==> src/aabbrv_pkg.sv <==
// shared types and constants for the rotated-vertex bounding box block
`default_nettype none

package aabbrv_pkg;

	localparam int unsigned ROT_BITS = 16;
	localparam int unsigned ROT_FRAC = 14;
	localparam int unsigned CALC_LIMIT = 44;
	localparam int unsigned FIFO_DEPTH = 4;
	localparam int unsigned FIFO_PTR_BITS = 2;
	localparam logic signed [ROT_BITS-1:0] ROT_W_RESET = 16'sd16384;

	typedef enum logic [2:0] {
		REG_ROT_W = 3'd0,
		REG_ROT_X = 3'd1,
		REG_ROT_Y = 3'd2,
		REG_ROT_Z = 3'd3,
		REG_POS_X = 3'd4,
		REG_POS_Y = 3'd5,
		REG_POS_Z = 3'd6
	} reg_index_t;

	typedef logic signed [ROT_BITS-1:0] rot_comp_t;

	typedef struct packed {
		rot_comp_t w;
		rot_comp_t x;
		rot_comp_t y;
		rot_comp_t z;
	} quat_t;

	typedef struct packed {
		logic full;
		logic empty;
	} q_status_t;

endpackage

`default_nettype wire

==> src/aabbrv_front.sv <==
// input side: takes vertex items, clamps them to the arithmetic range, feeds the queue
`default_nettype none

module aabbrv_front import aabbrv_pkg::*; #(
	parameter int unsigned COORD_BITS = 32,
	parameter int unsigned CALC_BITS  = 32
) (
	input  logic                         clk,
	input  logic                         arst_n,
	input  logic                         push,
	output logic                         full,
	input  logic signed [COORD_BITS-1:0] vert_x,
	input  logic signed [COORD_BITS-1:0] vert_y,
	input  logic signed [COORD_BITS-1:0] vert_z,
	input  logic                         last_vertex,
	input  q_status_t                    q_status,
	output logic                         q_push,
	output logic [3*CALC_BITS:0]         q_data
);

	localparam logic signed [COORD_BITS-1:0] C_HI =
		{{(COORD_BITS-CALC_BITS+1){1'b0}}, {(CALC_BITS-1){1'b1}}};
	localparam logic signed [COORD_BITS-1:0] C_LO = ~C_HI;

	function automatic logic signed [CALC_BITS-1:0] clamp_calc(
		input logic signed [COORD_BITS-1:0] v
	);
		logic signed [CALC_BITS-1:0] r;
		if (v > C_HI) begin
			r = C_HI[CALC_BITS-1:0];
		end else if (v < C_LO) begin
			r = C_LO[CALC_BITS-1:0];
		end else begin
			r = v[CALC_BITS-1:0];
		end
		return r;
	endfunction

	logic                        valid_s1_q;
	logic                        last_s1;
	logic signed [CALC_BITS-1:0] vx_s1;
	logic signed [CALC_BITS-1:0] vy_s1;
	logic signed [CALC_BITS-1:0] vz_s1;
	logic                        take;

	assign full   = valid_s1_q && q_status.full;
	assign take   = push && !full;
	assign q_push = valid_s1_q && !q_status.full;
	assign q_data = {last_s1, vz_s1, vy_s1, vx_s1};

	always_ff @(posedge clk) begin
		if (take) begin
			vx_s1   <= clamp_calc(vert_x);
			vy_s1   <= clamp_calc(vert_y);
			vz_s1   <= clamp_calc(vert_z);
			last_s1 <= last_vertex;
		end
	end

	always_ff @(posedge clk or negedge arst_n) begin
		if (!arst_n) begin
			valid_s1_q <= 1'b0;
		end else if (take) begin
			valid_s1_q <= 1'b1;
		end else if (q_push) begin
			valid_s1_q <= 1'b0;
		end
	end

endmodule

`default_nettype wire

==> config.mk <==
export PLATFORM = sky130hd
export DESIGN_NAME = aabbrv_front
export DESIGN_NICKNAME = d
export VERILOG_FILES = /design/src/aabbrv_pkg.sv /design/src/aabbrv_front.sv
export SDC_FILE = /design/constraint.sdc
export NUM_CORES = 1
export LEC_CHECK = 0
export BUFFER_PORTS_ARGS = -buffer_cell sky130_fd_sc_hd__buf_2
export CAP_MARGIN = 20
export CORE_MARGIN = 2
export CORE_UTILIZATION = 40
export DETAILED_ROUTE_END_ITERATION = 10
export HOLD_SLACK_MARGIN = 0.02
export PLACE_DENSITY = 0.71
export RECOVER_POWER = 50
export SYNTH_ARGS = -nofsm -noshare
export SYNTH_HDL_FRONTEND = slang
export SYNTH_SLANG_ARGS = --single-unit
==> constraint.sdc <==
create_clock -name clk -period 13.95 [get_ports clk]
set_clock_uncertainty 0.15 [all_clocks]
set_input_delay 0.6975 -clock clk [delete_from_list [all_inputs] [get_ports clk]]
set_output_delay 0.6975 -clock clk [all_outputs]
set_load 0.02 [all_outputs]
Word level (Yosys, flattened, before mapping)
Index checks and enable logic that the tools add are counted.
- logic and storage cells: 22
- output and inout port bits: 99
- flip-flop bits (word level): 98
- input bits: 102
- multiplexer cells: 5
- $lt $le $gt $ge: 6
- reductions and logical operators: 6
- operators with widths (kind ; number):
    $gt 32x32->1 const B ; 3
    $lt 32x32->1 const B ; 3
    $mux 32 ; 3
    $logic_and 1x1->1 ; 3
    $logic_not 1->1 ; 2
    $mux 1 ; 2
    $reduce_bool 2->1 ; 1

Depth between registers and ports, before layout
- word-level depth: 4
- depth in mapped cells: 1
- mapped depth without buffers: 1

Worst setup path before layout
No wires, ideal clock.
- path type: input-to-reg
- start point: input port push
- end point: register last_s1 (enable)
- library setup time: 0.702 ns
- buffers on the path: 0
- required time: 13.098 ns
- path slack: 5.367 ns
- arrival time: 7.731 ns
- cell stages on the path: 1
- cells stage by stage: a21boi_0
- cells in the longest elaborated chain, start to end: 1
- RTL lines (what ; RTL line ; RTL):
    start: declaration ; aabbrv_front.sv:10 ; input logic push,
    $logic_and 1x1->1 ; aabbrv_front.sv:47 ; assign take = push && !full;
    end signal: assignment ; aabbrv_front.sv:56 ; last_s1 <= last_vertex;
    end: declaration ; aabbrv_front.sv:40 ; logic last_s1;
No other way between the ends.
A chain may end at the register's enable or synchronous reset.

Worst setup path after layout
- start point: input port q_status[1] in the netlist's numbering
- end point: register vz_s1[20] (enable)
- cells in the longest elaborated chain, start to end: 3
- RTL lines (what ; RTL line ; RTL):
    start: declaration ; aabbrv_front.sv:16 ; input q_status_t q_status,
    $logic_and 1x1->1 ; aabbrv_front.sv:46 ; assign full = valid_s1_q && q_status.full;
    $logic_not 1->1 ; aabbrv_front.sv:47 ;
    $logic_and 1x1->1 ; aabbrv_front.sv:47 ;
    via take ; aabbrv_front.sv:44 ; logic take;
    end signal: assignment ; aabbrv_front.sv:55 ; vz_s1 <= clamp_calc(vert_z);
    end: declaration ; aabbrv_front.sv:43 ; logic signed [CALC_BITS-1:0] vz_s1;
The timed path passes the listed nets, and every way through them passes these cells.

==> results by group <==
Synthesis
  • Post-synth EDFFs: 97
  • Synth async-reset ratio: 0.0102
  • Mapped Area: 0.00334 mm2
  • Post-synthesis sequential area ratio: 0.880
  • Most frequent cells after synthesis: 97 x edfxtp_1, 96 x clkbuf_1
  • Most frequent cell after synthesis: edfxtp_1
  • Top-area cell type share of the netlist area: 0.873
  • Avg Synthesized Cell Area: between 15 and 20 um2
  • Biggest area consumer among synthesized cells: edfxtp_1
  • Syn nets: 301
  • Post-synthesis cell type count: 8
  • Mapped Cells: 199
  • Ys Warns: 0
  • Ys flop type: edfxtp_1
  • Seq cells post-synth: ~100
  • Synth top area cells: edfxtp_1 87%, clkbuf_1 11%, dfrtp_1 0.75%, a21o_2 0.26%, and2b_2 0.26%

Detailed routing
  • DRT iter0 DRCs: 31
  • Routed Antenna Nets: 0
  • DR vias/cell: between 4 and 5
  • # DRC: 0
  • Vias: around 1,800
  • WL final: slightly above 6000 um
  • DRT Pass-1 Iters: 4
  • WL per Instance: 14.6 um

CTS
  • Worst-Skew Late Latency: 0.34 ns
  • TritonCTS Buffers: 9
  • CTS max path bufs: 2
  • TritonCTS clock tree: yes
  • # Post-CTS Setup Buffers: 0
  • CTS sink cnt: 98
  • Resized Gates After CTS: 0
  • Reg clk slew, reported paths: roughly 0.090 ns
  • Hold-fix buffers, CTS: 1
  • H-Tree Depth: 3
  • Root buf cell: clkbuf_8

STA
  • Peak Freq: approximately 290 MHz
  • Slew Limit Fails: 53
  • Relative slew slack: -0.843
  • Slew of the pin with the lowest slew margin: 2.76 ns
  • Final TNS setup: 0 ns
  • # setup viols final: 0
  • Period utilization: 0.244
  • RSZ-0062 raised after global routing: false
  • Post-layout min period: approximately 3.4 ns
  • Fin. Hold Viols: 0

Floorplanning
  • DIE AREA: between 0.009 and 0.01 mm2
  • Starting density of the core: 0.410
  • Io pins: ~200
  • CORE AREA: ~0.0081 mm2
  • Die Ht: approximately 95 um
  • Die width: 95.4 um
  • Row cnt: 33

Global routing
  • Vias in the first global route: approximately 1,800
  • GRT overflow: 0
  • Largest net degree at the start of global routing: between 90 and 100
  • Initial antenna violation count: 0
  • First-pass GRT wire length: 8420 um
  • Gr usage total: 0.127

Critical path
  • Critical path class: input pin to register
  • Highest-delay cell along the critical path: clkbuf_1
  • Worst Path Required: approximately 14 ns
  • Crit path max fanout: 53
  • WP data arrival: approximately 3.3 ns
  • R2r setup slk: ~11 ns
  • Crit-path cells: buf_2 -> a21boi_4 -> clkbuf_1 -> buf_12
  • CP Launch Type: input pin
  • Crit path largest cell delay: 1.96 ns
  • Nature of the critical path endpoint: register

Layout
  • Layout cells sized above 1: 0.680
  • Final core utilization: 0.535
  • # fillers: 689
  • Area grow syn2layout: 30.3%
  • NumNets Final: ~420
  • # diodes: 0

Power and ir drop
  • Pleak: around 1.9 nW
  • Pwr dens: between 100 and 150 mW/mm2
  • Peak VDD IR: 56.1 uV

Place
  • Port Buffer Count: 199
  • Routability cong.: about 0.67

Outcome
  • Failing checks: max-capacitance violations, max-slew violations
  • Status: complete, but fails checks

Min path
  • Hold Path Class: input pin to register

Job
  • Max cap viols: 1
[per-stage QoR]
| stage | total power, W | worst slack [ns] | hold slack (ns) | instance area (um2) | cells |
|---|---|---|---|---|---|
| final | 0.000596 | 10.55 | 0.371 | 4350 | 424 |
| after global routing | 0.000620 | 10.33 | 0.336 | 4350 | 424 |
| after CTS | 0.000602 | 11.86 | 0.345 | 4330 | 423 |
| after detailed placement | 0.000411 | 11.48 | 0.324 | 4120 | 407 |
| after global placement | 0.000410 | 11.53 | 0.322 | 4120 | 407 |
| after floorplan | 0.000393 | 5.37 | 0.252 | 3340 | 199 |
[registers in the layout (all words and copies together), names as in the netlist]
name        cells
vy_s1          32
vz_s1          32
last_s1         1
valid_s1_q      1
vx_s1          32
[kinds of logic (layout without fill, tap and decap cells)]
logic type / count (synthesis) / after routing / synth area share
flops: 98 / 98 / 0.880
buf+inv: 97 / 217 / 0.110
compound gates: 2 / 2 / 0.00487
simple gates: 2 / 2 / 0.00487
[layout make-up]
class / instances / area (um2) / area share
clock buffers: 10 / 128 / 0.0293
clock inverters: 5 / 80.1 / 0.0184
multi-input cells: 4 / 43.8 / 0.0101
flip-flops and latches: 98 / 2940 / 0.675
well taps: 105 / 131 / 0.0302
repair buffers: 202 / 1030 / 0.237
[report_power, final]
| part | total [W] | switching [W] | internal [W] | leakage, nW |
|---|---|---|---|---|
| Combinational | 0.0000578 | 0.0000364 | 0.0000215 | 0.819 |
| Clock | 0.000191 | 0.0000910 | 0.0000999 | 0.100 |
| Sequential | 0.000347 | 0.00000359 | 0.000343 | 0.935 |
[routing by layer]
metal  GRT usage  part of all wire  up-vias
met2       0.216              0.52      107
li1            -                 -      834
met3      0.0522              0.11       14
met4      0.0664             0.023        0
met5           0                 0        -
met1       0.136              0.35      823
[cells in the final DEF (no fill, tap or decap), drive strengths merged]
master | netlist | routed
clkinvlp | 0 | 1
dlygate4sd3 | 0 | 1
and2 | 1 | 1
dfrtp | 1 | 1
bufinv | 0 | 2
buf | 1 | 200
edfxtp | 97 | 97
and2b | 1 | 1
a21boi | 1 | 1
a21o | 1 | 1
clkinv | 0 | 2
clkbuf | 96 | 11
[critical path, delay by kind of cell]
family,cells,cell delay (ns)
buffers and inverters,3,2.41
AOI/OAI and AO/OA,1,0.13
[worst paths after layout]
check	start	endpoint	cells after the start
max in group asynchronous	arst_n	valid_s1_q	2
min	vert_y[30]	vy_s1[30]	1
max	q_status[1]	vz_s1[20]	4
max reg2reg	valid_s1_q	vz_s1[20]	3
min reg2reg	valid_s1_q	valid_s1_q	1
min in group asynchronous	arst_n	valid_s1_q	2
Note: power is estimated with default switching activity, not from simulation.
