`config.mk`:
```
export PLATFORM = sky130hd
export DESIGN_NAME = aabbrv_fifo
export DESIGN_NICKNAME = d
export VERILOG_FILES = /design/src/aabbrv_pkg.sv /design/src/aabbrv_fifo.sv
export SDC_FILE = /design/constraint.sdc
export NUM_CORES = 1
export LEC_CHECK = 0
export BUFFER_PORTS_ARGS = -buffer_cell sky130_fd_sc_hd__buf_2
export CORE_ASPECT_RATIO = 0.8
export CORE_MARGIN = 4
export CORE_UTILIZATION = 55
export DETAILED_ROUTE_END_ITERATION = 10
export GPL_TIMING_DRIVEN = 1
export HOLD_SLACK_MARGIN = 0.03
export PLACE_DENSITY = 0.77
export RECOVER_POWER = 25
export SLEW_MARGIN = 20
export SYNTH_ARGS = -nofsm -noshare
export SYNTH_HDL_FRONTEND = slang
export SYNTH_SLANG_ARGS = --single-unit
```
`constraint.sdc`:
```
create_clock -name clk -period 1.6 [get_ports clk]
set_input_delay 0.16 -clock clk [delete_from_list [all_inputs] [get_ports clk]]
set_output_delay 0.16 -clock clk [all_outputs]
set_load 0.05 [all_outputs]
```
`src/aabbrv_pkg.sv`:
```
// shared types and constants for the rotated-vertex bounding box block
`default_nettype none

package aabbrv_pkg;

	localparam int unsigned ROT_BITS = 16;
	localparam int unsigned ROT_FRAC = 14;
	localparam int unsigned CALC_LIMIT = 44;
	localparam int unsigned FIFO_DEPTH = 4;
	localparam int unsigned FIFO_PTR_BITS = 2;
	localparam logic signed [ROT_BITS-1:0] ROT_W_RESET = 16'sd16384;

	typedef enum logic [2:0] {
		REG_ROT_W = 3'd0,
		REG_ROT_X = 3'd1,
		REG_ROT_Y = 3'd2,
		REG_ROT_Z = 3'd3,
		REG_POS_X = 3'd4,
		REG_POS_Y = 3'd5,
		REG_POS_Z = 3'd6
	} reg_index_t;

	typedef logic signed [ROT_BITS-1:0] rot_comp_t;

	typedef struct packed {
		rot_comp_t w;
		rot_comp_t x;
		rot_comp_t y;
		rot_comp_t z;
	} quat_t;

	typedef struct packed {
		logic full;
		logic empty;
	} q_status_t;

endpackage

`default_nettype wire

```
`src/aabbrv_fifo.sv`:
```
// short vertex queue between the front and the back
`default_nettype none

module aabbrv_fifo import aabbrv_pkg::*; #(
	parameter int unsigned WIDTH = 8
) (
	input  logic             clk,
	input  logic             arst_n,
	input  logic             push,
	input  logic [WIDTH-1:0] wr_data,
	input  logic             pop,
	output logic [WIDTH-1:0] rd_data,
	output q_status_t        status
);

	logic [WIDTH-1:0]         mem_q [FIFO_DEPTH];
	logic [FIFO_PTR_BITS-1:0] wr_ptr_q;
	logic [FIFO_PTR_BITS-1:0] rd_ptr_q;
	logic [FIFO_PTR_BITS:0]   count_q;

	always_ff @(posedge clk) begin
		if (push) begin
			mem_q[wr_ptr_q] <= wr_data;
		end
	end

	assign rd_data      = mem_q[rd_ptr_q];
	assign status.full  = (count_q == (FIFO_PTR_BITS+1)'(FIFO_DEPTH));
	assign status.empty = (count_q == '0);

	always_ff @(posedge clk or negedge arst_n) begin
		if (!arst_n) begin
			wr_ptr_q <= '0;
			rd_ptr_q <= '0;
			count_q  <= '0;
		end else begin
			if (push) begin
				wr_ptr_q <= wr_ptr_q + 1'b1;
			end
			if (pop) begin
				rd_ptr_q <= rd_ptr_q + 1'b1;
			end
			case ({push, pop})
				2'b10:   count_q <= count_q + 1'b1;
				2'b01:   count_q <= count_q - 1'b1;
				default: count_q <= count_q;
			endcase
		end
	end

	a_count_bound: assert property (@(posedge clk) disable iff (!arst_n)
		count_q <= (FIFO_PTR_BITS+1)'(FIFO_DEPTH))
		else $error("vertex queue count beyond depth");

	a_no_underflow: assert property (@(posedge clk) disable iff (!arst_n)
		pop |-> count_q != '0)
		else $error("vertex queue popped while empty");

endmodule

`default_nettype wire

```
### Word level (Yosys, flattened, before mapping)

Memory sizes are Yosys's and may differ from the RTL's.
Index checks and enable logic that the tools add are counted.

| word-level totals | value |
|---|---|
| logic and storage cells | 16 |
| output and inout port bits | 10 |
| bits of input ports | 12 |
| memories kept | 1 |
| memory bits (writable) | 32 |
| bits in registers | 7 |

| operators by class | value |
|---|---|
| eq/ne operators | 3 |
| reductions and logical operators | 2 |
| add/sub/neg operators | 4 |
| muxes and demuxes | 3 |

Memory list:

| memory | words | bits a word | read ports | clocked after Yosys merged registers in | write ports | RTL line | RTL |
|---|---|---|---|---|---|---|---|
| mem_q | 4 | 8 | 1 | 0 | 1 | aabbrv_fifo.sv:16 | `logic [WIDTH-1:0] mem_q [FIFO_DEPTH];` |

Operators by type and width:

| cell | count |
|---|---|
| one-hot mux 3 bit (2 select lines) | 1 |
| adder 2 x 1 -> 2 bit, second input constant | 2 |
| adder 3 x 1 -> 3 bit, second input constant | 1 |
| equality test 3 bit, second input constant | 1 |
| logical NOT 3 bit | 1 |
| subtractor 3 x 1 -> 3 bit, second input constant | 1 |
| equality test 2 x 1 -> 1 bit, second input constant | 1 |
| equality test 2 bit, second input constant | 1 |
| two-way mux 1 bit | 2 |
| nonzero test 2 bit | 1 |

### Logic depth before layout (Yosys ltp)

Gate-level depths: netlist of the first run.

| logic depth | value |
|---|---|
| word-level depth | 2 |
| gate-level depth with buffers | 7 |
| mapped depth without buffers | 7 |

### Worst setup path before layout of the first run

No wires, ideal clock.

| path | value |
|---|---|
| kind | register to output |
| from | register count_q[0] |
| to | output port status[0] (netlist name) |
| data required time | 1.440 ns |
| arrival | 1.485 ns |
| slack | -0.045 ns |
| cell stages (with the launch flop) | 2 |
| path buffers | 0 |
| cell sequence | dfrtp_1 -> nor3_1 |

RTL lines:

| item | RTL line | RTL |
|---|---|---|
| start: declaration | aabbrv_fifo.sv:19 | `logic [FIFO_PTR_BITS:0] count_q;` |
| start signal: assignment | aabbrv_fifo.sv:44 | `2'b10: count_q <= count_q + 1'b1;` |
| start signal: assignment | aabbrv_fifo.sv:45 | `2'b01: count_q <= count_q - 1'b1;` |
| start signal: assignment | aabbrv_fifo.sv:46 | `default: count_q <= count_q;` |
| end: declaration | aabbrv_fifo.sv:13 | `output q_status_t status` |

### Final worst setup path of the first run

| path | value |
|---|---|
| from | register rd_ptr_q[0] |
| to | output port rd_data[0] |

| between the ends | value |
|---|---|
| word-level cells in the longest chain between the ends | 1 |

Ends and longest elaborated chain:

| item | RTL line | RTL |
|---|---|---|
| start: declaration | aabbrv_fifo.sv:18 | `logic [FIFO_PTR_BITS-1:0] rd_ptr_q;` |
| start signal: assignment | aabbrv_fifo.sv:41 | `rd_ptr_q <= rd_ptr_q + 1'b1;` |
| memory (4 x 8 bit) | -- |  |
| end: declaration | aabbrv_fifo.sv:12 | `output logic [WIDTH-1:0] rd_data,` |

Every way passes these cells.

==> results of run 1 <==
-- per-stage QoR --
step,worst slack (ns),utilization
6_report,-0.126,0.744
3_5_place_dp,0.142,0.671
5_1_grt,-0.181,0.744
2_1_floorplan,0.279,-
4_1_cts,-0.145,0.720
3_3_place_gp,0.196,0.671
-- what timing repair did --
action,in CTS,in global routing
hold buffers,2,7
hold endpoints to repair,11,20
endpoints found under the setup margin,8,8
pin swaps,0,0
resized for setup,17,0
-- critical path: cells and delay by family, from the launching register on --
kind	cells	cell delay, ns
flops	1	0.38
mux	1	0.52
buf+inv	2	0.34
-- sequential cells by signal, indices dropped and copies added, names as in the netlist --
| name | cells |
|---|---|
| count_q | 3 |
| wr_ptr_q | 2 |
| mem_q | 32 |
| rd_ptr_q | 2 |
-- placed cells by master, fill, tap and decap left out, types with 2 or more instances in the layout --
cell type       n
buf_6           9
ha_1            5
xnor2_1         2
inv_1           6
nand2_1         3
dlygate4sd3_1   9
edfxtp_1       32
xor2_1          4
o21ai_0         2
mux4_2          8
clkbuf_4        5
buf_2           7
buf_4           3
and2_1          4
dfrtp_1         7
clkbuf_1        8
-- metal layers --
metal	part of all wire	wire length, µm	vias to the layer above
met5	0	0	-
met4	0.012	31	0
met3	0.039	97	4
met2	0.52	1290	19
met1	0.43	1080	403
li1	-	-	372
-- power by group through the flow --
stage,registers (W),clock network [W],logic (W)
floorplan,0.00146,0,0.00120
global placement,0.00152,0,0.00143
detailed placement,0.00154,0,0.00145
CTS,0.00152,0.000474,0.00166
global route,0.00154,0.000524,0.00174
finish,0.00152,0.000465,0.00164
-- final cells by class --
cell class                      instances  share of cell area
Inverter                                6              0.0118
Multi-Input combinational cell         32               0.200
Clock inverter                          1             0.00262
Clock buffer                            7              0.0236
Sequential cell                        39               0.596
Tap cell                               36              0.0236
Timing Repair Buffer                   34               0.142
-- cell families (layout without fill, tap and decap cells) --
logic type / count (synthesis) / count (layout) / synth area share
buffers and inverters: 8 / 48 / 0.0250
AND/OR/NAND/NOR: 10 / 10 / 0.0331
XOR/XNOR: 6 / 6 / 0.0339
adder cells (fa/ha/maj): 6 / 6 / 0.0532
multiplexers: 8 / 8 / 0.116
AO/OA/AOI/OAI: 2 / 2 / 0.00645
flip-flops: 39 / 39 / 0.732
-- worst paths after layout --
check,startpoint,end,slack [ns],depth (start not counted)
setup reg to reg,count_q[0],count_q[2],0.18,5
min in group asynchronous,arst_n,wr_ptr_q[0],0.27,2
max in group asynchronous,arst_n,count_q[1],1.06,2
hold / removal,push,wr_ptr_q[0],0.08,2
hold reg to reg,count_q[2],count_q[2],0.53,1
setup / recovery,rd_ptr_q[0],rd_data[0],-0.13,3
==> impl_metrics.py, run 1 <==
metrics = {
    "synth": {
        "synth_async_sr_flop_share": 0.179,
        "syn_area_um2": 1550,
        "synth_top_cell_area_share": 0.619,
        "synth_nets": 97,
        "synth-edff-count": 32,
        "ys_types": 16,
        "syn_area_per_cell_um2": 19.6,
        "ys_ff_latch": 39,
        "synth.largest_area_cell": "edfxtp_1",
        "syn_inst": 79,
        "synth_ff_type": "edfxtp_1",
        "synth_area_leaders": "edfxtp_1 (62%), mux4_2 (12%), dfrtp_1 (11%), ha_1 (4.0%), xor2_1 (2.3%)",
        "synth.most_common_cell": "edfxtp_1",
        "yosysWarnings": 0,
        "yosys-top-cells-count": "edfxtp_1 (32), mux4_2 (8), dfrtp_1 (7)",
        "seq_area_frac_synth": 0.732,
    },
    "drt": {
        "num_vias": 798,
        "final_antenna_net_count": 0,
        "finalWirelength_um": 2490,
        "drt_iter0_drc": 36,
        "wl_per_cell_um": 16.1,
        "drc": 0,
        "firstDrtPassIters": 4,
        "post_drt_via_cell_ratio": 5.15,
    },
    "grt": {
        "grt_max_degree": 12,
        "grt_pass1_vias": 798,
        "grt_busiest_layer": "met2",
        "grt_pass1_wl_um": 3890,
        "grt_antenna_before_repair": 0,
        "gr-usage-met2": 0.224,
        "track_usage": 0.152,
        "use_met1": 0.193,
        "globalRouteMet3Util": 0.0588,
        "gr-total-overflow": 0,
    },
    "power_and_ir_drop": {
        "pwr-share-comb": 0.454,
        "p_int_w": 0.00220,
        "leakagePower_nw": 0.726,
        "power_density_nw_per_um2": 1900,
        "p_total_w": 0.00363,
        "ir_drop_mv": 1.14,
        "switching_share": 0.392,
        "p_sw_w": 0.00142,
        "clockPowerShare": 0.128,
        "seqPwrFrac": 0.418,
    },
    "final_layout": {
        "num_antenna_cells": 0,
        "seqCellArea_um2": 1140,
        "fill_cells": 177,
        "final_cell_count_no_fill": 155,
        "multi_input_area_um2": 382,
        "area_growth_pct": 22.9,
        "drive_above_1_share": 0.286,
        "nNetsFinal": 136,
        "fin_area_um2": 1910,
    },
    "placement": {
        "postPlaceCellArea_um2": 1720,
        "gp_congestion": 0.657,
        "placed_cells_incl_taps": 138,
        "io_buffers": 21,
    },
    "worst_setup_path": {
        "path_class": "reg2out",
        "cpPeakStageDelay_ns": 0.52,
        "cpMaxStageDelayCell": "mux4_2",
        "required_ns": 1.44,
        "critPathMaxFanout": 5,
        "crit_chain": "buf_4, mux4_2, buf_6",
        "crit_path_start_kind": "register",
        "end_kind": "output port",
        "arrival_ns": 1.57,
    },
    "timing": {
        "fmax_mhz": 579,
        "setup_slack_ns": -0.126,
        "max_slew.worst_pin.slew_ns": 0.449,
        "slew_violations": 0,
        "min_period_over_period": 1.08,
        "finalSetupViolCount": 8,
        "rsz0062_at_grt": "yes",
        "relSlewSlack": 0.701,
        "clock_skew_ns": 0.00409,
        "fin_worst_hold_slack_ns": 0.0843,
        "setup_tns_ns": -0.853,
        "min_period_ns": 1.73,
        "report.final.hold_viol_count": 0,
    },
    "clocking": {
        "clk_pin_slew_ns": 0.10,
        "cts-root-buf": "clkbuf_4",
        "cts_max_path_buffers": 2,
        "numCtsBuffers": 5,
        "htreeDepth": 2,
        "cts_setup_buffers": 0,
        "cts.sinks": 39,
        "insertion_delay_ns": 0.33,
        "cts_tree": "yes",
    },
    "status": {
        "failed_checks": "setup timing",
        "status": "finished, violations left",
    },
    "floorplanning": {
        "die_y_um": 55.5,
        "start_util": 0.605,
        "core_area_um2": 2560,
        "dieArea_um2": 3740,
        "rows": 16,
        "die_x_um": 67.4,
        "pin_count": 22,
    },
    "run": {
        "drv_cap": 0,
    },
    "min_path": {
        "worstHoldPathType": "in2reg",
    },
}
No activity file was read; power rests on OpenSTA's default activity.
==> run 2: changes to the inputs <==
==> constraint.sdc (replaced) <==
create_clock -name clk -period 1.8 [get_ports clk]
set_input_delay 0.18 -clock clk [delete_from_list [all_inputs] [get_ports clk]]
set_output_delay 0.18 -clock clk [all_outputs]
set_load 0.05 [all_outputs]
==> run 2 against run 1 <==
Non-clock buffer count decreased by 11. Critical path depth unchanged. Clock-buffer cell count decreased by 2. Sequential share of layout area increased by 3.6 points. Sequential power decreased by 12%. Hold slack got worse by 0.028 ns. Largest power group unchanged. Clock power decreased by 15%. Setup slack improved by 0.18 ns. Sequential cell count unchanged. The run now ends clean.
==> impl_metrics.py, run 2 (same netlist as run 1, synthesis figures left out) <==
metrics = {
    "status": {
        "status": "finished, final reports clean",
    },
    "placement": {
        "io_buffers": 21,
        "dp_hpwl_um": 1750,
        "gp_congestion": 0.681,
        "postPlaceCellArea_um2": 1710,
    },
    "floorplanning": {
        "die_x_um": 67.4,
        "dieArea_um2": 3740,
        "start_util": 0.605,
        "pin_count": 22,
        "rows": 16,
        "core_area_um2": 2560,
        "die_y_um": 55.5,
    },
    "worst_setup_path": {
        "path_class": "reg2out",
        "reg2reg_from": "count_q[0]",
        "end_kind": "output port",
        "arrival_ns": 1.56,
        "required_ns": 1.62,
        "reg2reg_slack_ns": 0.38,
        "cpLargestDelayFamily": "multiplexers",
        "path_buf_inv": 2,
        "critPathMaxFanout": 10,
        "crit_path_start_kind": "register",
        "cpMaxStageDelayCell": "mux4_2",
        "r2r.worst_path.cells": 5,
        "cpPeakStageDelay_ns": 0.52,
        "crit_chain": "buf_12, mux4_2, buf_6",
        "r2r_end": "count_q[2]",
    },
    "timing": {
        "relSlewSlack": 0.704,
        "max_slew.worst_pin.slew_ns": 0.444,
        "report.final.hold_viol_count": 0,
        "setup_tns_ns": 0,
        "min_period_over_period": 0.969,
        "slew_violations": 0,
        "rsz0062_at_grt": "yes",
        "fmax_mhz": 573,
        "min_period_ns": 1.74,
        "clock_skew_ns": 0.00235,
        "finalSetupViolCount": 0,
    },
    "final_layout": {
        "final_cell_mix": "edfxtp_1 (32), mux4_2 (8), dfrtp_1 (7), clkbuf_1 (7), buf_6 (7)",
        "fill_cells": 176,
        "area_growth_pct": 16.0,
        "multi_input_area_um2": 377,
        "final_common_cell": "edfxtp_1",
        "seqCellArea_um2": 1140,
        "drive_above_1_share": 0.271,
        "largest_register_ffs": 32,
        "fin_area_um2": 1800,
        "nNetsFinal": 125,
        "reg.largest.list": "mem_q: 32 flops, count_q: 3 flops",
        "num_antenna_cells": 0,
        "top_register": "mem_q",
    },
    "clocking": {
        "insertion_delay_ns": 0.34,
        "numCtsBuffers": 5,
        "cts-root-buf": "clkbuf_4",
        "htreeDepth": 2,
        "cts.sinks": 39,
        "clk_pin_slew_ns": 0.10,
        "cts_tree": "yes",
        "cts_max_path_buffers": 2,
    },
    "power_and_ir_drop": {
        "seqPwrFrac": 0.423,
        "pwr-share-comb": 0.452,
        "clockPowerShare": 0.125,
        "switching_share": 0.395,
        "power_density_nw_per_um2": 1760,
        "p_sw_w": 0.00125,
        "p_int_w": 0.00192,
        "leakagePower_nw": 0.675,
        "ir_drop_mv": 0.813,
    },
    "grt": {
        "grt_antenna_before_repair": 0,
        "track_usage": 0.160,
        "grt_pass1_wl_um": 4160,
        "grt_pass1_vias": 862,
        "grt_max_degree": 12,
        "gr-total-overflow": 0,
    },
    "drt": {
        "drt_iter0_drc": 42,
        "drc": 0,
        "firstDrtPassIters": 4,
        "finalWirelength_um": 2470,
        "wl_per_cell_um": 17.3,
        "final_antenna_net_count": 0,
        "num_vias": 758,
        "post_drt_via_cell_ratio": 5.30,
    },
    "min_path": {
        "hold_depth": 2,
        "worstHoldPathType": "in2reg",
        "holdPathEnd": "rd_ptr_q[0]",
        "hold_path.startpoint": "pop",
    },
    "run": {
        "drv_cap": 0,
    },
}
[run 2: changes by cell type in the layout (fill, tap and decap cells not counted), sizes merged]
cell         delta
buf             -4
clkbuf          -1
dlygate4sd3     -8
clkinv          +1
[run 2: worst register-to-register path: stages (launching register included)]
cell and delay [ns]:
dfrtp_1 0.40, inv_1 0.09, fa_1 0.43, xor2_1 0.15, nor2_1 0.12, xor2_1 0.16
[run 2: power groups by stage]
stage	combinational [W]	sequential [W]	clock, W
3_3_place_gp	0.00125	0.00135	0
2_1_floorplan	0.00106	0.00129	0
6_report	0.00143	0.00134	0.000396
3_5_place_dp	0.00130	0.00136	0
5_1_grt	0.00152	0.00137	0.000451
4_1_cts	0.00134	0.00135	0.000411
[run 2: layer usage]
| layer | track usage | vias up | share of wire |
|---|---|---|---|
| li1 | - | 349 | - |
| met3 | 0.0548 | 7 | 0.062 |
| met5 | 0 | - | 0 |
| met2 | 0.258 | 27 | 0.52 |
| met4 | 0.0780 | 0 | 0.018 |
| met1 | 0.190 | 375 | 0.39 |
[run 2: repair_timing]
action                     CTS  global route
setup endpoints to repair    3             8
buffers inserted             0             0
hold buffers                 1             0
hold endpoints to repair     7             0
resized for setup            4            16
pin swaps                    0             0
[run 2: how the worst max path moves through the flow]
stage / to / cells past startpoint / startpoint
6_report: rd_data[7] / 3 / rd_ptr_q[0]
5_1_grt: rd_data[1] / 3 / rd_ptr_q[0]
4_1_cts: rd_data[1] / 3 / rd_ptr_q[0]
3_5_place_dp: count_q[2] / 8 / push
3_3_place_gp: count_q[2] / 8 / push
2_1_floorplan: status[0] / 1 / count_q[0]
[run 2: area by class of cell]
cell class / count / share of cell area
inverter: 6 / 0.0125
timing repair buffer: 23 / 0.0960
sequential: 39 / 0.631
clock inverter: 2 / 0.00487
tap: 36 / 0.0250
clock buffer: 5 / 0.0209
multi-input combinational: 32 / 0.209
[run 2: metrics by stage]
| stage | hold slack (ns) | instances | setup WS, ns | utilization | power [W] |
|---|---|---|---|---|---|
| 4_1_cts | 0.0388 | 143 | 0.00450 | 0.692 | 0.00310 |
| 3_3_place_gp | 0.0194 | 135 | 0.373 | 0.666 | 0.00260 |
| 5_1_grt | 0.0537 | 143 | -0.0118 | 0.702 | 0.00334 |
| 3_5_place_dp | 0.0244 | 135 | 0.285 | 0.666 | 0.00266 |
| 2_1_floorplan | -0.116 | 79 | 0.135 | - | 0.00235 |
| 6_report | 0.0563 | 143 | 0.0550 | 0.702 | 0.00317 |
==> run 3: changes to the inputs <==
--- a/config.mk
+++ b/config.mk
@@ -6,13 +6,15 @@
 export NUM_CORES = 1
 export LEC_CHECK = 0
 export BUFFER_PORTS_ARGS = -buffer_cell sky130_fd_sc_hd__buf_2
+export CELL_PAD_IN_SITES_DETAIL_PLACEMENT = 1
+export CELL_PAD_IN_SITES_GLOBAL_PLACEMENT = 1
 export CORE_ASPECT_RATIO = 0.8
 export CORE_MARGIN = 4
-export CORE_UTILIZATION = 55
+export CORE_UTILIZATION = 47
 export DETAILED_ROUTE_END_ITERATION = 10
 export GPL_TIMING_DRIVEN = 1
 export HOLD_SLACK_MARGIN = 0.03
-export PLACE_DENSITY = 0.77
+export PLACE_DENSITY_LB_ADDON = 0.1
 export RECOVER_POWER = 25
 export SLEW_MARGIN = 20
 export SYNTH_ARGS = -nofsm -noshare
==> run 3 against run 2 <==
Critical endpoint is now rd_data[2]. Clock-buffer cell count is 1 higher. Die area up 15%. Clock skew is 0.0021 ns higher. Largest power group is now registers. Sequential cell count unchanged. Setup slack gained 0.016 ns. Critical path type unchanged. Design area unchanged. Largest cell class unchanged. Hold slack improved by 0.067 ns.
==> impl_metrics.py, run 3 (same netlist as run 1, synthesis figures left out) <==
metrics = {
    "clocking": {
        "htreeDepth": 2,
        "clk_pin_slew_ns": 0.07,
        "insertion_delay_ns": 0.28,
        "cts.sinks": 39,
        "cts_max_path_buffers": 2,
        "cts_setup_buffers": 0,
        "numCtsBuffers": 5,
        "cts_tree": "yes",
        "cts-root-buf": "clkbuf_8",
    },
    "grt": {
        "grt_antenna_before_repair": 0,
        "grt_max_degree": 13,
        "track_usage": 0.147,
        "grt_pass1_wl_um": 4440,
        "gr-total-overflow": 0,
        "grt_pass1_vias": 874,
    },
    "timing": {
        "relSlewSlack": 0.694,
        "fmax_mhz": 578,
        "report.final.hold_viol_count": 0,
        "rsz0062_at_grt": "no",
        "min_period_ns": 1.73,
        "max_slew.worst_pin.slew_ns": 0.459,
        "finalSetupViolCount": 0,
        "min_period_over_period": 0.960,
        "setup_tns_ns": 0,
        "clock_skew_ns": 0.00442,
        "setup_slack_ns": 0.0714,
        "slew_violations": 0,
    },
    "placement": {
        "dp_hpwl_um": 1980,
        "io_buffers": 21,
        "gp_congestion": 0.676,
        "pre_cts_ws_ns": 0.301,
        "placed_cells_incl_taps": 140,
    },
    "status": {
        "status": "finished, final reports clean",
    },
    "drt": {
        "wl_met2_um": 1390,
        "highest_layer": "met4",
        "final_antenna_net_count": 0,
        "wl_per_cell_um": 17.8,
        "finalWirelength_um": 2650,
        "post_drt_via_cell_ratio": 5.13,
        "met1_length_um": 1130,
        "drc": 0,
        "drt_iter0_drc": 25,
        "wl_met3_um": 102,
        "num_vias": 765,
        "firstDrtPassIters": 4,
    },
    "final_layout": {
        "final_common_cell": "edfxtp_1",
        "largest_register_ffs": 32,
        "top_register": "mem_q",
        "drive_above_1_share": 0.294,
        "area_growth_pct": 16.0,
        "fill_cells": 310,
        "final_cell_mix": "edfxtp_1 (32), buf_2 (14), mux4_2 (8)",
        "final_cell_count_no_fill": 149,
        "num_antenna_cells": 0,
        "nNetsFinal": 126,
        "reg.largest.list": "mem_q: 32 flops, count_q: 3 flops",
    },
    "min_path": {
        "worstHoldPathType": "in2reg",
    },
    "floorplanning": {
        "pin_count": 22,
        "die_y_um": 59.4,
        "core_area_um2": 3130,
        "die_x_um": 72.2,
        "start_util": 0.496,
        "dieArea_um2": 4290,
        "rows": 18,
    },
    "worst_setup_path": {
        "cp-endpoint": "rd_data[2]",
        "arrival_ns": 1.55,
        "required_ns": 1.62,
        "end_kind": "output port",
        "reg2reg_slack_ns": 0.32,
        "reg2reg_from": "wr_ptr_q[1]",
        "crit_path_start_kind": "register",
        "critPathMaxFanout": 7,
        "r2r.worst_path.cells": 3,
        "r2r_end": "mem_q[1][1]",
        "crit_start": "rd_ptr_q[0]",
        "path_class": "reg2out",
    },
    "power_and_ir_drop": {
        "ir_drop_mv": 0.970,
        "power_density_nw_per_um2": 1780,
        "leakagePower_nw": 0.677,
    },
    "run": {
        "drv_cap": 0,
    },
}
run 3: cell count changes in the layout (fill, tap and decap cells not counted):
| cell | before | now |
|---|---|---|
| clkbuf_4 | 5 | 0 |
| clkinvlp_4 | 0 | 1 |
| buf_2 | 6 | 14 |
| buf_6 | 7 | 1 |
| buf_4 | 1 | 2 |
| clkinv_1 | 1 | 0 |
| clkbuf_8 | 0 | 5 |
| buf_12 | 1 | 0 |
run 3: per-layer routing:
| layer | global-route usage | up-vias |
|---|---|---|
| met5 | 0 | - |
| met4 | 0.0643 | 0 |
| met3 | 0.0373 | 4 |
| met2 | 0.241 | 18 |
| met1 | 0.187 | 393 |
| li1 | - | 350 |
run 3: layout make-up:
type	count	area [µm²]	share of cell area
sequential	39	1140	0.631
multi-input combinational	32	377	0.209
timing repair buffer	24	129	0.0716
clock buffer	6	72.6	0.0403
tap	40	50.0	0.0278
inverter	6	22.5	0.0125
clock inverter	2	12.5	0.00695
run 3: metrics by stage:
step / util / hold WS [ns] / total power, W / area [µm²]
5_1_grt: 0.575 / 0.117 / 0.00338 / 1800
2_1_floorplan: - / -0.116 / 0.00235 / 1550
3_3_place_gp: 0.545 / 0.0202 / 0.00260 / 1710
3_5_place_dp: 0.545 / 0.0208 / 0.00267 / 1710
4_1_cts: 0.575 / 0.107 / 0.00323 / 1800
6_report: 0.575 / 0.123 / 0.00320 / 1800
run 3: where the power goes:
part           internal (W)  switching (W)
clock network      0.000270       0.000283
logic              0.000441       0.000851
registers           0.00121       0.000144
run 3: worst min path at each step:
stage / cells past startpoint / from / end
2_1_floorplan: 0 / arst_n / count_q[0]
3_3_place_gp: 1 / arst_n / wr_ptr_q[0]
3_5_place_dp: 1 / arst_n / wr_ptr_q[0]
4_1_cts: 1 / wr_data[6] / mem_q[2][6]
5_1_grt: 1 / wr_data[5] / mem_q[0][5]
6_report: 2 / pop / rd_ptr_q[0]
run 3: timing repair:
item | CTS | global route
endpoints found under the hold margin | 7 | 0
hold buffers | 1 | 0
resized for setup | 0 | 3
endpoints found under the setup margin | 0 | 5
run 3: critical path, stage by stage (launching register included):
cell and delay [ns]:
dfrtp_1 0.37, buf_6 0.16, mux4_2 0.51, buf_2 0.23
